==> config.mk <==
export PLATFORM = sky130hd
export DESIGN_NAME = circular_log_address_tracker
export DESIGN_NICKNAME = d
export VERILOG_FILES = /design/src/design/clat_pkg.sv /design/src/design/clat_csr.sv /design/src/design/clat_ctrl.sv /design/src/design/clat_dp.sv /design/src/design/circular_log_address_tracker.sv
export VERILOG_INCLUDE_DIRS = /design/src /design/src/design
export SDC_FILE = /design/constraint.sdc
export NUM_CORES = 1
export LEC_CHECK = 0
export ABC_CLOCK_PERIOD_IN_PS = 12350
export BUFFER_PORTS_ARGS = -buffer_cell sky130_fd_sc_hd__clkbuf_2
export CAP_MARGIN = 10
export CORE_UTILIZATION = 45
export DETAILED_ROUTE_END_ITERATION = 10
export PLACE_DENSITY = 0.6
export SLEW_MARGIN = 30
export SYNTH_ARGS = -nofsm -noshare
export SYNTH_HDL_FRONTEND = slang
export SYNTH_SLANG_ARGS = --single-unit
==> constraint.sdc <==
create_clock -name clock -period 12.35 [get_ports clock]
set_input_delay 0.6175 -clock clock [delete_from_list [all_inputs] [get_ports clock]]
set_output_delay 0.6175 -clock clock [all_outputs]
set_load 0.02 [all_outputs]
==> src/design/circular_log_address_tracker_assert.svh <==
// Assertion macros shared by the tracker modules.
`ifndef CIRCULAR_LOG_ADDRESS_TRACKER_ASSERT_SVH
`define CIRCULAR_LOG_ADDRESS_TRACKER_ASSERT_SVH

// Same-cycle implication, checked outside reset.
`define CLAT_ASSERT_NOW(lbl, clk, rst, ante, cons, msg) \
   lbl: assert property (@(posedge clk) disable iff (rst) (ante) |-> (cons)) else $error(msg);

// Next-cycle implication, checked outside reset.
`define CLAT_ASSERT_NEXT(lbl, clk, rst, ante, cons, msg) \
   lbl: assert property (@(posedge clk) disable iff (rst) (ante) |=> (cons)) else $error(msg);

`endif

==> src/design/clat_pkg.sv <==
`default_nettype none

package clat_pkg;

   // Limits of the store geometry and of one log
   localparam logic [12:0] MAX_DIRS          = 13'd64;
   localparam logic [12:0] MAX_FILES_PER_DIR = 13'd64;
   localparam logic [12:0] MAX_LOGS_PER_FILE = 13'd4096;
   localparam logic [8:0]  MAX_LOG_BYTES     = 9'd256;
   localparam logic [19:0] POS_MAX           = 20'hFFFFF;

   // Width of files_per_dir * logs_per_file (at most 2^18)
   localparam int PD_W = 19;

   // Register indexes on the configuration port
   localparam logic [1:0] REG_NUM_DIRS      = 2'd0;
   localparam logic [1:0] REG_FILES_PER_DIR = 2'd1;
   localparam logic [1:0] REG_LOGS_PER_FILE = 2'd2;

   // Position part of a pointer (the id is kept apart)
   typedef struct packed {
      logic [5:0]  dir;
      logic [5:0]  file;
      logic [11:0] line;
      logic [19:0] offset;
   } ptr_type;

   typedef struct packed {
      ptr_type ptr;
      logic    wrapped;
   } adv_type;

   // Controller to datapath
   typedef struct packed {
      logic take;
      logic exec;
      logic div_start;
      logic div_step;
      logic adjust;
      logic load_out;
   } cmd_type;

   // Datapath to controller
   typedef struct packed {
      logic need_drop;
      logic div_done;
      logic out_free;
   } sts_type;

   // 0 acts as 1, anything above the maximum acts as the maximum
   function automatic logic [12:0] clamp_reg(logic [12:0] v, logic [12:0] maxv);
      logic [12:0] r;
      if (v == 13'd0) r = 13'd1;
      else if (v > maxv) r = maxv;
      else r = v;
      return r;
   endfunction

   // One log step: line wraps into file, file into directory
   function automatic adv_type advance_ptr(ptr_type p, logic [8:0] len, logic [6:0] nd,
                                           logic [6:0] fpd, logic [12:0] lpf);
      logic [20:0] pos;
      logic [12:0] line_nx;
      logic [6:0]  file_nx;
      logic [6:0]  dir_nx;
      adv_type     r;
      pos     = {1'b0, p.offset} + {12'd0, len};
      line_nx = {1'b0, p.line} + 13'd1;
      file_nx = {1'b0, p.file} + 7'd1;
      dir_nx  = {1'b0, p.dir} + 7'd1;
      r.wrapped    = 1'b0;
      r.ptr.dir    = p.dir;
      r.ptr.file   = p.file;
      r.ptr.line   = line_nx[11:0];
      r.ptr.offset = pos[20] ? POS_MAX : pos[19:0];
      if (line_nx >= lpf) begin
         r.ptr.offset = 20'd0;
         r.ptr.line   = 12'd0;
         r.ptr.file   = file_nx[5:0];
         if (file_nx >= fpd) begin
            r.ptr.file = 6'd0;
            r.ptr.dir  = (dir_nx >= nd) ? 6'd0 : dir_nx[5:0];
            r.wrapped  = 1'b1;
         end
      end
      return r;
   endfunction

endpackage

`default_nettype wire

==> src/design/clat_csr.sv <==
`default_nettype none

module clat_csr (
   input  wire logic        clock,
   input  wire logic        reset,
   input  wire logic        psel,
   input  wire logic        penable,
   input  wire logic        pwrite,
   input  wire logic [3:0]  paddr,
   input  wire logic [31:0] pwdata,
   output logic [31:0]      prdata,
   output logic             pready,
   output logic [6:0]       num_dirs,
   output logic [6:0]       files_per_dir,
   output logic [12:0]      logs_per_file
);
   import clat_pkg::*;

   logic [6:0]  num_dirs_ff, num_dirs_in;
   logic [6:0]  files_per_dir_ff, files_per_dir_in;
   logic [12:0] logs_per_file_ff, logs_per_file_in;
   logic        wr_en;

   assign pready = 1'b1;
   assign wr_en  = psel && penable && pwrite;

   // Register writes
   always_comb begin
      num_dirs_in      = num_dirs_ff;
      files_per_dir_in = files_per_dir_ff;
      logs_per_file_in = logs_per_file_ff;
      if (wr_en) begin
         unique case (paddr[3:2])
            REG_NUM_DIRS:      num_dirs_in      = pwdata[6:0];
            REG_FILES_PER_DIR: files_per_dir_in = pwdata[6:0];
            REG_LOGS_PER_FILE: logs_per_file_in = pwdata[12:0];
            default: ;
         endcase
      end
   end

   always_ff @(posedge clock) begin
      if (reset) begin
         num_dirs_ff      <= 7'd1;
         files_per_dir_ff <= 7'd1;
         logs_per_file_ff <= 13'd1;
      end else begin
         num_dirs_ff      <= num_dirs_in;
         files_per_dir_ff <= files_per_dir_in;
         logs_per_file_ff <= logs_per_file_in;
      end
   end

   // Register reads
   always_comb begin
      unique case (paddr[3:2])
         REG_NUM_DIRS:      prdata = {25'd0, num_dirs_ff};
         REG_FILES_PER_DIR: prdata = {25'd0, files_per_dir_ff};
         REG_LOGS_PER_FILE: prdata = {19'd0, logs_per_file_ff};
         default:           prdata = 32'd0;
      endcase
   end

   assign num_dirs      = num_dirs_ff;
   assign files_per_dir = files_per_dir_ff;
   assign logs_per_file = logs_per_file_ff;

endmodule

`default_nettype wire

==> src/design/clat_ctrl.sv <==
`default_nettype none

module clat_ctrl (
   input  wire logic              clock,
   input  wire logic              reset,
   input  wire logic              req_valid,
   output logic                   req_ready,
   input  wire clat_pkg::sts_type sts,
   output clat_pkg::cmd_type      cmd
);
   import clat_pkg::*;

   `include "circular_log_address_tracker_assert.svh"

   localparam logic [2:0] S_IDLE = 3'd0;
   localparam logic [2:0] S_EXEC = 3'd1;
   localparam logic [2:0] S_DIV  = 3'd2;
   localparam logic [2:0] S_ADJ  = 3'd3;
   localparam logic [2:0] S_FIN  = 3'd4;

   logic [2:0] state_ff, state_in;

   assign req_ready = (state_ff == S_IDLE);

   // Sequencer: take item, step, optional remainder pass, deliver
   always_comb begin
      state_in = state_ff;
      cmd      = '0;
      unique case (state_ff)
         S_IDLE: begin
            if (req_valid) begin
               cmd.take = 1'b1;
               state_in = S_EXEC;
            end
         end
         S_EXEC: begin
            cmd.exec = 1'b1;
            if (sts.need_drop) begin
               cmd.div_start = 1'b1;
               state_in      = S_DIV;
            end else begin
               state_in = S_FIN;
            end
         end
         S_DIV: begin
            cmd.div_step = 1'b1;
            if (sts.div_done) state_in = S_ADJ;
         end
         S_ADJ: begin
            cmd.adjust = 1'b1;
            state_in   = S_FIN;
         end
         S_FIN: begin
            if (sts.out_free) begin
               cmd.load_out = 1'b1;
               state_in     = S_IDLE;
            end
         end
         default: state_in = S_IDLE;
      endcase
   end

   always_ff @(posedge clock) begin
      if (reset) state_ff <= S_IDLE;
      else       state_ff <= state_in;
   end

   `CLAT_ASSERT_NEXT(a_take_to_exec, clock, reset, req_valid && req_ready, state_ff == S_EXEC, "accepted item did not start")
   `CLAT_ASSERT_NEXT(a_div_to_adj, clock, reset, (state_ff == S_DIV) && sts.div_done, state_ff == S_ADJ, "remainder pass did not end")

endmodule

`default_nettype wire

==> src/design/clat_dp.sv <==
`default_nettype none

module clat_dp #(
   parameter int ID_BITS = 48
) (
   input  wire logic                clock,
   input  wire logic                reset,
   input  wire clat_pkg::cmd_type   cmd,
   output clat_pkg::sts_type        sts,
   input  wire logic                req_action,
   input  wire logic [8:0]          req_log_length,
   input  wire logic [6:0]          num_dirs,
   input  wire logic [6:0]          files_per_dir,
   input  wire logic [12:0]         logs_per_file,
   input  wire logic                rsp_ready,
   output logic                     rsp_valid,
   output logic                     rsp_status,
   output logic [ID_BITS-1:0]       rsp_log_id,
   output logic [5:0]               rsp_at_dir,
   output logic [5:0]               rsp_at_file,
   output logic [11:0]              rsp_at_line,
   output logic [19:0]              rsp_at_position,
   output logic                     rsp_more_pending,
   output logic                     rsp_clear_dir_valid,
   output logic [5:0]               rsp_clear_dir_index,
   output logic                     rsp_checkpoint_due,
   output logic                     rsp_oldest_dropped
);
   import clat_pkg::*;

   `include "circular_log_address_tracker_assert.svh"

   localparam int CNT_W = $clog2(ID_BITS);

   // Item registers
   logic             act_ff;
   logic [8:0]       len_ff;

   // Pointers
   logic [ID_BITS-1:0] wr_id_ff, rd_id_ff;
   ptr_type            wr_ptr_ff, rd_ptr_ff;

   // Staged result
   logic               res_status_ff;
   logic [ID_BITS-1:0] res_id_ff;
   ptr_type            res_ptr_ff;
   logic               res_clear_ff;
   logic [5:0]         res_clear_idx_ff;
   logic               res_ckpt_ff;
   logic               res_drop_ff;

   // Remainder unit
   logic [ID_BITS-1:0] div_num_ff;
   logic [PD_W-1:0]    div_rem_ff;
   logic [CNT_W-1:0]   div_cnt_ff;
   logic [PD_W-1:0]    per_dir_ff;

   // Output register
   logic               rsp_valid_ff;
   logic               out_status_ff;
   logic [ID_BITS-1:0] out_id_ff;
   ptr_type            out_ptr_ff;
   logic               out_more_ff;
   logic               out_clear_ff;
   logic [5:0]         out_clear_idx_ff;
   logic               out_ckpt_ff;
   logic               out_drop_ff;

   logic [6:0]         nd, fpd;
   logic [12:0]        lpf;
   logic [12:0]        nd_w, fpd_w;
   logic [ID_BITS-1:0] id_diff;
   logic               pend;
   ptr_type            sel_ptr;
   adv_type            adv;
   logic               refused;
   logic               need_drop;
   logic [19:0]        prod;
   logic [PD_W-1:0]    trial;
   logic [PD_W-1:0]    gap;
   logic [6:0]         rd_dir_nx;

   // Effective geometry
   assign nd_w  = clamp_reg({6'd0, num_dirs}, MAX_DIRS);
   assign fpd_w = clamp_reg({6'd0, files_per_dir}, MAX_FILES_PER_DIR);
   assign nd    = nd_w[6:0];
   assign fpd   = fpd_w[6:0];
   assign lpf   = clamp_reg(logs_per_file, MAX_LOGS_PER_FILE);

   // Unread logs exist when wr - rd is nonzero and not negative
   assign id_diff = wr_id_ff - rd_id_ff;
   assign pend    = (id_diff != '0) && !id_diff[ID_BITS-1];

   // Step of the selected pointer
   assign sel_ptr   = act_ff ? rd_ptr_ff : wr_ptr_ff;
   assign adv       = advance_ptr(sel_ptr, len_ff, nd, fpd, lpf);
   assign refused   = act_ff && !pend;
   assign need_drop = !act_ff && adv.wrapped && (adv.ptr.dir == rd_ptr_ff.dir);

   assign prod      = {13'd0, fpd} * {7'd0, lpf};
   assign trial     = {div_rem_ff[PD_W-2:0], div_num_ff[ID_BITS-1]};
   assign gap       = per_dir_ff - div_rem_ff;
   assign rd_dir_nx = {1'b0, rd_ptr_ff.dir} + 7'd1;

   assign sts.need_drop = need_drop;
   assign sts.div_done  = (div_cnt_ff == '0);
   assign sts.out_free  = !rsp_valid_ff || rsp_ready;

   // Item capture
   always_ff @(posedge clock) begin
      if (cmd.take) begin
         act_ff <= req_action;
         len_ff <= (req_log_length > MAX_LOG_BYTES) ? MAX_LOG_BYTES : req_log_length;
      end
   end

   // Pointers: step on exec, realign read pointer on drop
   always_ff @(posedge clock) begin
      if (reset) begin
         wr_id_ff  <= '0;
         rd_id_ff  <= '0;
         wr_ptr_ff <= '0;
         rd_ptr_ff <= '0;
      end else if (cmd.exec && !refused) begin
         if (act_ff) begin
            rd_id_ff  <= rd_id_ff + 1'b1;
            rd_ptr_ff <= adv.ptr;
         end else begin
            wr_id_ff  <= wr_id_ff + 1'b1;
            wr_ptr_ff <= adv.ptr;
         end
      end else if (cmd.adjust) begin
         rd_id_ff         <= rd_id_ff + ID_BITS'(gap);
         rd_ptr_ff.offset <= 20'd0;
         rd_ptr_ff.line   <= 12'd0;
         rd_ptr_ff.file   <= 6'd0;
         rd_ptr_ff.dir    <= (rd_dir_nx >= nd) ? 6'd0 : rd_dir_nx[5:0];
      end
   end

   // Staged result
   always_ff @(posedge clock) begin
      if (cmd.exec) begin
         if (refused) begin
            res_status_ff    <= 1'b1;
            res_id_ff        <= '0;
            res_ptr_ff       <= '0;
            res_clear_ff     <= 1'b0;
            res_clear_idx_ff <= 6'd0;
            res_ckpt_ff      <= 1'b0;
            res_drop_ff      <= 1'b0;
         end else begin
            res_status_ff    <= 1'b0;
            res_id_ff        <= act_ff ? rd_id_ff : wr_id_ff;
            res_ptr_ff       <= sel_ptr;
            res_clear_ff     <= !act_ff && adv.wrapped;
            res_clear_idx_ff <= (!act_ff && adv.wrapped) ? adv.ptr.dir : 6'd0;
            res_ckpt_ff      <= !act_ff && (adv.ptr.line == 12'd0);
            res_drop_ff      <= need_drop;
         end
      end
   end

   // Remainder of rd_id by the directory size, one dividend bit a cycle
   always_ff @(posedge clock) begin
      if (cmd.div_start) begin
         div_num_ff <= rd_id_ff;
         div_rem_ff <= '0;
         div_cnt_ff <= CNT_W'(ID_BITS - 1);
         per_dir_ff <= prod[PD_W-1:0];
      end else if (cmd.div_step) begin
         div_num_ff <= {div_num_ff[ID_BITS-2:0], 1'b0};
         div_rem_ff <= (trial >= per_dir_ff) ? (trial - per_dir_ff) : trial;
         div_cnt_ff <= div_cnt_ff - 1'b1;
      end
   end

   // Output register
   always_ff @(posedge clock) begin
      if (reset) begin
         rsp_valid_ff <= 1'b0;
      end else if (cmd.load_out) begin
         rsp_valid_ff <= 1'b1;
      end else if (rsp_ready) begin
         rsp_valid_ff <= 1'b0;
      end
   end

   always_ff @(posedge clock) begin
      if (cmd.load_out) begin
         out_status_ff    <= res_status_ff;
         out_id_ff        <= res_id_ff;
         out_ptr_ff       <= res_ptr_ff;
         out_more_ff      <= pend;
         out_clear_ff     <= res_clear_ff;
         out_clear_idx_ff <= res_clear_idx_ff;
         out_ckpt_ff      <= res_ckpt_ff;
         out_drop_ff      <= res_drop_ff;
      end
   end

   assign rsp_valid           = rsp_valid_ff;
   assign rsp_status          = out_status_ff;
   assign rsp_log_id          = out_id_ff;
   assign rsp_at_dir          = out_ptr_ff.dir;
   assign rsp_at_file         = out_ptr_ff.file;
   assign rsp_at_line         = out_ptr_ff.line;
   assign rsp_at_position     = out_ptr_ff.offset;
   assign rsp_more_pending    = out_more_ff;
   assign rsp_clear_dir_valid = out_clear_ff;
   assign rsp_clear_dir_index = out_clear_idx_ff;
   assign rsp_checkpoint_due  = out_ckpt_ff;
   assign rsp_oldest_dropped  = out_drop_ff;

   `CLAT_ASSERT_NOW(a_no_overwrite, clock, reset, cmd.load_out, !rsp_valid_ff || rsp_ready, "result overwritten before taken")
   `CLAT_ASSERT_NOW(a_drop_needs_clear, clock, reset, rsp_valid_ff && out_drop_ff, out_clear_ff && !out_status_ff, "drop without directory clear")

endmodule

`default_nettype wire

==> src/design/circular_log_address_tracker.sv <==
`default_nettype none

// Tracks write and read pointers into a circular log store of num_dirs
// directories, each of files_per_dir files of logs_per_file lines. Each item
// writes or reads one log; its result tells where the log lies and what the
// host must do (empty a directory, save metadata). An accepted item is
// staged, then loaded into the output register once that is free. A write
// that wraps into the directory holding the read pointer takes a remainder
// pass and a read pointer adjust before its result is loaded, as the read
// id is rounded up through a remainder unit that retires one id bit per
// cycle. One item is in flight at a time; the finished result waits in an
// output register while the next item is accepted. Configuration is written
// over an APB-style port (registers at 0x0, 0x4, 0x8); the user must write
// it only while idle, and the block itself does not enforce this.
module circular_log_address_tracker #(
   parameter int ID_BITS = 48
) (
   input  wire logic               clock,
   input  wire logic               reset,
   // Item input
   input  wire logic               req_valid,
   output logic                    req_ready,
   input  wire logic               req_action,
   input  wire logic [8:0]         req_log_length,
   // Result output
   output logic                    rsp_valid,
   input  wire logic               rsp_ready,
   output logic                    rsp_status,
   output logic [ID_BITS-1:0]      rsp_log_id,
   output logic [5:0]              rsp_at_dir,
   output logic [5:0]              rsp_at_file,
   output logic [11:0]             rsp_at_line,
   output logic [19:0]             rsp_at_position,
   output logic                    rsp_more_pending,
   output logic                    rsp_clear_dir_valid,
   output logic [5:0]              rsp_clear_dir_index,
   output logic                    rsp_checkpoint_due,
   output logic                    rsp_oldest_dropped,
   // Configuration
   input  wire logic               psel,
   input  wire logic               penable,
   input  wire logic               pwrite,
   input  wire logic [3:0]         paddr,
   input  wire logic [31:0]        pwdata,
   output logic [31:0]             prdata,
   output logic                    pready
);
   import clat_pkg::*;

   cmd_type     cmd;
   sts_type     sts;
   logic [6:0]  num_dirs;
   logic [6:0]  files_per_dir;
   logic [12:0] logs_per_file;

   clat_csr u_csr (
      .clock         (clock),
      .reset         (reset),
      .psel          (psel),
      .penable       (penable),
      .pwrite        (pwrite),
      .paddr         (paddr),
      .pwdata        (pwdata),
      .prdata        (prdata),
      .pready        (pready),
      .num_dirs      (num_dirs),
      .files_per_dir (files_per_dir),
      .logs_per_file (logs_per_file)
   );

   clat_ctrl u_ctrl (
      .clock     (clock),
      .reset     (reset),
      .req_valid (req_valid),
      .req_ready (req_ready),
      .sts       (sts),
      .cmd       (cmd)
   );

   clat_dp #(
      .ID_BITS (ID_BITS)
   ) u_dp (
      .clock               (clock),
      .reset               (reset),
      .cmd                 (cmd),
      .sts                 (sts),
      .req_action          (req_action),
      .req_log_length      (req_log_length),
      .num_dirs            (num_dirs),
      .files_per_dir       (files_per_dir),
      .logs_per_file       (logs_per_file),
      .rsp_ready           (rsp_ready),
      .rsp_valid           (rsp_valid),
      .rsp_status          (rsp_status),
      .rsp_log_id          (rsp_log_id),
      .rsp_at_dir          (rsp_at_dir),
      .rsp_at_file         (rsp_at_file),
      .rsp_at_line         (rsp_at_line),
      .rsp_at_position     (rsp_at_position),
      .rsp_more_pending    (rsp_more_pending),
      .rsp_clear_dir_valid (rsp_clear_dir_valid),
      .rsp_clear_dir_index (rsp_clear_dir_index),
      .rsp_checkpoint_due  (rsp_checkpoint_due),
      .rsp_oldest_dropped  (rsp_oldest_dropped)
   );

endmodule

`default_nettype wire
## Yosys cells after proc, flatten, opt, wreduce, memory -nomap -nowiden

Index checks and enable logic that the tools add are counted.
W data, S select, Z words.

| word-level totals | value |
|---|---|
| input bits | 53 |
| bits in registers | 522 |
| output and inout bits | 138 |

| cells by class | value |
|---|---|
| reductions and logical operators | 32 |
| bitwise gates (word level) | 2 |
| add/subtract/negate cells | 12 |
| muxes and demuxes | 40 |
| eq/ne operators | 11 |
| multipliers | 1 |
| $lt $le $gt $ge | 9 |

Operators with widths:

| kind | number |
|---|---|
| $mux W48 | 6 |
| $mux W44 | 4 |
| $add A48 B1 Y48 const B | 2 |
| $add A48 B19 Y48 | 1 |
| $reduce_bool A48 Y1 | 1 |
| $sub A48 B48 Y48 | 1 |
| $mux W45 | 1 |
| $pmux W13 S3 | 1 |
| $sub A19 B19 Y19 | 2 |
| $mux W7 | 4 |
| $mux W13 | 2 |
| $add A20 B9 Y21 | 1 |
| $add A6 B1 Y7 const B | 3 |
| $ge A7 B7 Y1 | 3 |
| $mux W20 | 1 |
| $ge A19 B19 Y1 | 1 |
| $mul A7 B13 Y19 | 1 |
| $mux W19 | 1 |
| $pmux W3 S5 | 1 |
| $gt A7 B7 Y1 const B | 2 |
| $logic_not A7 Y1 | 2 |
| $add A12 B1 Y13 const B | 1 |
| $ge A13 B13 Y1 | 1 |
| $gt A13 B13 Y1 const B | 1 |
| other kinds (28) | 63 |

## Logic depth before layout (Yosys ltp)

| depth | value |
|---|---|
| word-level depth | 14 |
| mapped depth | 29 |
| mapped depth without buffers | 28 |

## By module

A second synthesis with hierarchy kept.

| second synthesis, totals | value |
|---|---|
| cell total of the unflattened synthesis | 3421 |
| area total of the unflattened synthesis | 32137.1 um^2 |

Modules (own cells, without submodules):

| module | cells each | instances | area each (um^2) |
|---|---|---|---|
| clat_dp | 3236 | 1 | 30430.4 |
| clat_csr | 160 | 1 | 1487.7 |
| clat_ctrl | 25 | 1 | 219.0 |

## Worst setup path after synthesis

No wires, ideal clock.

| timing | value |
|---|---|
| path type | register -> register |
| start point | register u_dp.act_ff |
| end point | register u_dp.div_num_ff[0], enable pin |
| arrival | 6743 ps |
| data required time | 11943 ps |
| slack | 5200 ps |
| setup time | 407 ps |
| cell stages (with the launch flop) | 23 |
| cell sequence | edfxtp_1 > buf_2 > buf_1 > buf_1 > clkbuf_1 > clkbuf_1 > mux2i_1 > inv_1 > ha_1 > ha_1 > a21o_1 > a21o_1 > a21o_1 > a21o_1 > a21o_1 > a21oi_1 > nor3_1 > or4_1 > or4_1 > or4_1 > buf_2 > buf_2 > nand2_1 |

RTL lines:

| element | RTL line | source |
|---|---|---|
| start: declaration | clat_dp.sv:36 | `logic act_ff;` |
| start signal: assignment | clat_dp.sv:112 | `act_ff <= req_action;` |
| end signal: assignment | clat_dp.sv:167 | `div_num_ff <= rd_id_ff;` |
| end signal: assignment | clat_dp.sv:172 | `div_num_ff <= {div_num_ff[ID_BITS-2:0], 1'b0};` |
| end: declaration | clat_dp.sv:53 | `logic [ID_BITS-1:0] div_num_ff;` |

## Worst setup path after layout

| timing | value |
|---|---|
| start point | register u_dp.rd_id_ff[32] |
| end point | register u_dp.rd_id_ff[34] |

| between the ends | value |
|---|---|
| word-level cells in the longest chain between the ends | 9 |
| elaborated cells between the ends (all ways) | 16 |

RTL lines:

| element | RTL line | source |
|---|---|---|
| start: declaration | clat_dp.sv:40 | `logic [ID_BITS-1:0] wr_id_ff, rd_id_ff;` |
| start signal: assignment | clat_dp.sv:126 | `rd_id_ff <= rd_id_ff + 1'b1;` |
| start signal: assignment | clat_dp.sv:133 | `rd_id_ff <= rd_id_ff + ID_BITS'(gap);` |
| $sub A48 B48 Y48 | clat_dp.sv:91 | `assign id_diff = wr_id_ff - rd_id_ff;` |
| $reduce_bool A48 Y1 / $logic_not A1 Y1 (equally long branches) | clat_dp.sv:92 | `assign pend = (id_diff != '0) && !id_diff[ID_BITS-1];` |
| $logic_and A1 B1 Y1 | clat_dp.sv:92 |  |
| $logic_not A1 Y1 | clat_dp.sv:97 | `assign refused = act_ff && !pend;` |
| $logic_and A1 B1 Y1 | clat_dp.sv:97 |  |
| $logic_not A1 Y1 | clat_dp.sv:124 | `end else if (cmd.exec && !refused) begin` |
| $logic_and A1 B1 Y1 | clat_dp.sv:124 |  |
| $ne A2 B1 Y1 (no source line) / $reduce_bool A2 Y1 (equally long branches) | - |  |
| $reduce_and A2 Y1 (no source line) | - |  |

Parallel ways exist; a longest one is shown, timed or not. The select of a mux whose other input is x is not followed.
A chain may end at the register's enable or synchronous reset.

==> results.cfg <==
[run_status]
status = complete, no violations

[synthesis]
synth-seq-cells = 522
synth_cell_types = 86
yosysWarnings = 0
yosysTopAreaCellShare_pct = 26.2
synth.largest_area_cell = edfxtp_1
synth_seq_area_share_pct = 41.1
syn_area_um2 = 32300
yosysMostFrequentCell = nand2_1
synth.avg_cell_area_um2 = 9.19
ys.flop_type = edfxtp_1
synthArstFlopShare_pct = 0
synth_edf_count = 282
syn_inst = 3511
ys_top_cells_by_count = nand2_1, nor2_1, edfxtp_1
synthTopCellsByArea = edfxtp_1, dfxtp_1, ha_1

[grt]
busiest_layer = met2
grt_pass1_wl_um = 134000
grt_pass1_vias = 24400
use_met1_pct = 31.3
grt_max_degree = 95
antenna_found_initial = 2
grt_remaining_overflow = 0
met2_usage_pct = 37.7
track_usage_pct = 22.7
met3_usage_pct = 2.56

[sta]
slew-limit-headroom_pct = 38.1
tightest_slew_ps = 903
skew_ps = 53.3
max_clock_freq_mhz = 112
fin_crit_sh_pct = 72.2
slew_viol_final = 0
rsz0062_at_grt = no
final-setup-viol-count = 0
hold_viol_final = 0
fin_setup_tns_ps = 0
min_period_ps = 8920

[power]
total_power_mw = 6.18
vdd_ir_drop_max_mv = 0.158
p_per_area_nw_per_um2 = 173
p_leak_nw = 14.5

[layout]
drive_above_1_share_pct = 11.0
fin_nets = 3884
design_area_um2 = 35700
antenna_cells = 0
syn2layout_area_growth_pct = 10.7
instances_no_fill = 4573
fin_util_pct = 50.6

[worst_setup_path]
endpoint_kind = flip-flop
reg2reg_depth = 27
crit_arrival_ps = 9450
worstPathRequired_ps = 12880
r2r-end = u_dp.rd_id_ff[34]$_SDFFE_PP0P_
worst_setup_path_start_kind = flip-flop
regToRegSetupSlack_ps = 3430
critPathMaxFanout = 14
reg2reg_from = u_dp.rd_id_ff[32]$_SDFFE_PP0P_
critPathKind = flip-flop to flip-flop

[min_path]
min-delay-start = req_action
hold_depth = 1
hold_path.class = input pin to flip-flop
min_to = u_dp.act_ff$_DFFE_PP_

[clocking]
cts.clk_slew.worst_paths_ps = 60
clockBufferDepth = 3
cts_sinks = 522
cts_tree = done
htree_levels = 2
postCtsHoldBufs = 0
cts_setup_buffers = 0
cts_buffers = 57
cts_resized = 0
worstSkewPairLatency_ps = 660
root_buffer = clkbuf_16

[detailed_routing]
ant_nets = 0
drc = 0
num_vias = 25400
dr.pass1.iters = 5
drt_iter0_drc = 1909
viasPerCell = 5.56
wl_per_cell_um = 18.3
wl_um = 83500

[floorplanning]
die_w_um = 270
design.core.area_um2 = 70500
pin_count = 191
start_util_pct = 45.7
die_area_um2 = 72800
row_count = 97
die_y_um = 270

[place]
globalplace.congestion = 0.925
io_buffer_count = 149
hpwl_um = 59900
placed_cell_area_um2 = 33700
dp_cells = 4465

[job]
cap_violations = 0
-- layer usage --
layer | wire [um] | share of wire, %
met1 | 38900 | 47
met2 | 39000 | 47
met3 | 3630 | 4.3
met4 | 2030 | 2.4
met5 | 0 | 0
-- cells by family (layout without fill, tap and decap cells) --
family / after synthesis / in the layout / share of synthesized area [%]
muxes: 156 / 156 / 5.17
other: 2 / 20 / 0.0233
buffers and inverters: 462 / 566 / 5.81
and+or+nand+nor: 1192 / 1192 / 17.2
xor gates and xnor gates: 145 / 145 / 3.94
adders and majority gates: 247 / 247 / 10.9
AOI/OAI and AO/OA: 785 / 785 / 15.8
DFF: 522 / 522 / 41.1
-- state kept, by name (all words and copies together), names as in the netlist, 44 cells and up --
name and flops:
u_dp.wr_ptr_ff 44, u_dp.rd_id_ff 48, u_dp.wr_id_ff 48, u_dp.res_ptr_ff 44, u_dp.rd_ptr_ff 44, u_dp.rsp_log_id 48
u_dp.res_id_ff 48, u_dp.div_num_ff 48
-- worst max path at each step --
stage | from | endpoint | cells after the start
floorplan | u_dp.act_ff$_DFFE_PP_ | u_dp.div_num_ff[0]$_SDFFCE_PN0N_ | 22
global placement | u_dp.rd_id_ff[32]$_SDFFE_PP0P_ | u_dp.rd_id_ff[34]$_SDFFE_PP0P_ | 27
detailed placement | u_dp.rd_id_ff[32]$_SDFFE_PP0P_ | u_dp.rd_id_ff[34]$_SDFFE_PP0P_ | 27
CTS | u_dp.rd_id_ff[32]$_SDFFE_PP0P_ | u_dp.rd_id_ff[34]$_SDFFE_PP0P_ | 27
global route | u_dp.rd_id_ff[32]$_SDFFE_PP0P_ | u_dp.rd_id_ff[34]$_SDFFE_PP0P_ | 27
finish | u_dp.rd_id_ff[32]$_SDFFE_PP0P_ | u_dp.rd_id_ff[34]$_SDFFE_PP0P_ | 27
-- stage by stage --
stage               setup WS (ps)  hold slack (ps)
floorplan                    5200              400
global placement             3700              401
detailed placement           3590              405
CTS                          3520             94.1
global route                 2830              105
finish                       3430              135
-- placed cells by master (no fill, tap or decap), drive strengths merged, types with 59 or more instances in the layout --
cell,count
nand2,385
nor2,312
edfxtp,282
inv,278
a21oi,250
dfxtp,240
clkbuf,221
ha,189
o21ai,120
nand3,110
xnor2,106
nor3,96
a21o,86
mux2,85
mux2i,71
o22ai,64
nor2b,59
-- critical path, stage by stage, from the launching register on --
cell       delay, ps
dfxtp_1          640
clkinv_1         400
ha_1             490
a21oi_1          320
o2111ai_1        210
a21oi_1          220
nor2_1           130
a31o_2           280
nor2b_1          150
or4_1            500
a2111oi_0        420
nand4_1          430
o21ai_2          640
nand2_1          140
ha_1             240
fa_1             410
a21o_1           190
a21o_1           200
a21oi_1          200
o21ai_0          200
a31oi_1          300
a21oi_1          160
a211oi_1         350
o21ai_0          220
a21o_1           530
and4_1           360
o21ai_0           80
mux2_2           360
-- power breakdown --
| group | internal (mW) | switching, mW | leakage [nW] |
|---|---|---|---|
| Sequential | 2.00 | 0.0931 | 4.58 |
| Combinational | 0.870 | 1.45 | 9.02 |
| Clock | 1.02 | 0.748 | 0.950 |
-- layout make-up --
| class | instances | area (um^2) |
|---|---|---|
| Tap cell | 940 | 1180 |
| Clock buffer | 73 | 1540 |
| Clock inverter | 35 | 430 |
| Sequential cell | 522 | 13300 |
| Inverter | 276 | 1040 |
| Multi-Input combinational cell | 2545 | 17200 |
| Timing Repair Buffer | 182 | 1010 |
| Fill cell | 6673 | 34800 |
(Power assumes the default switching activity.)
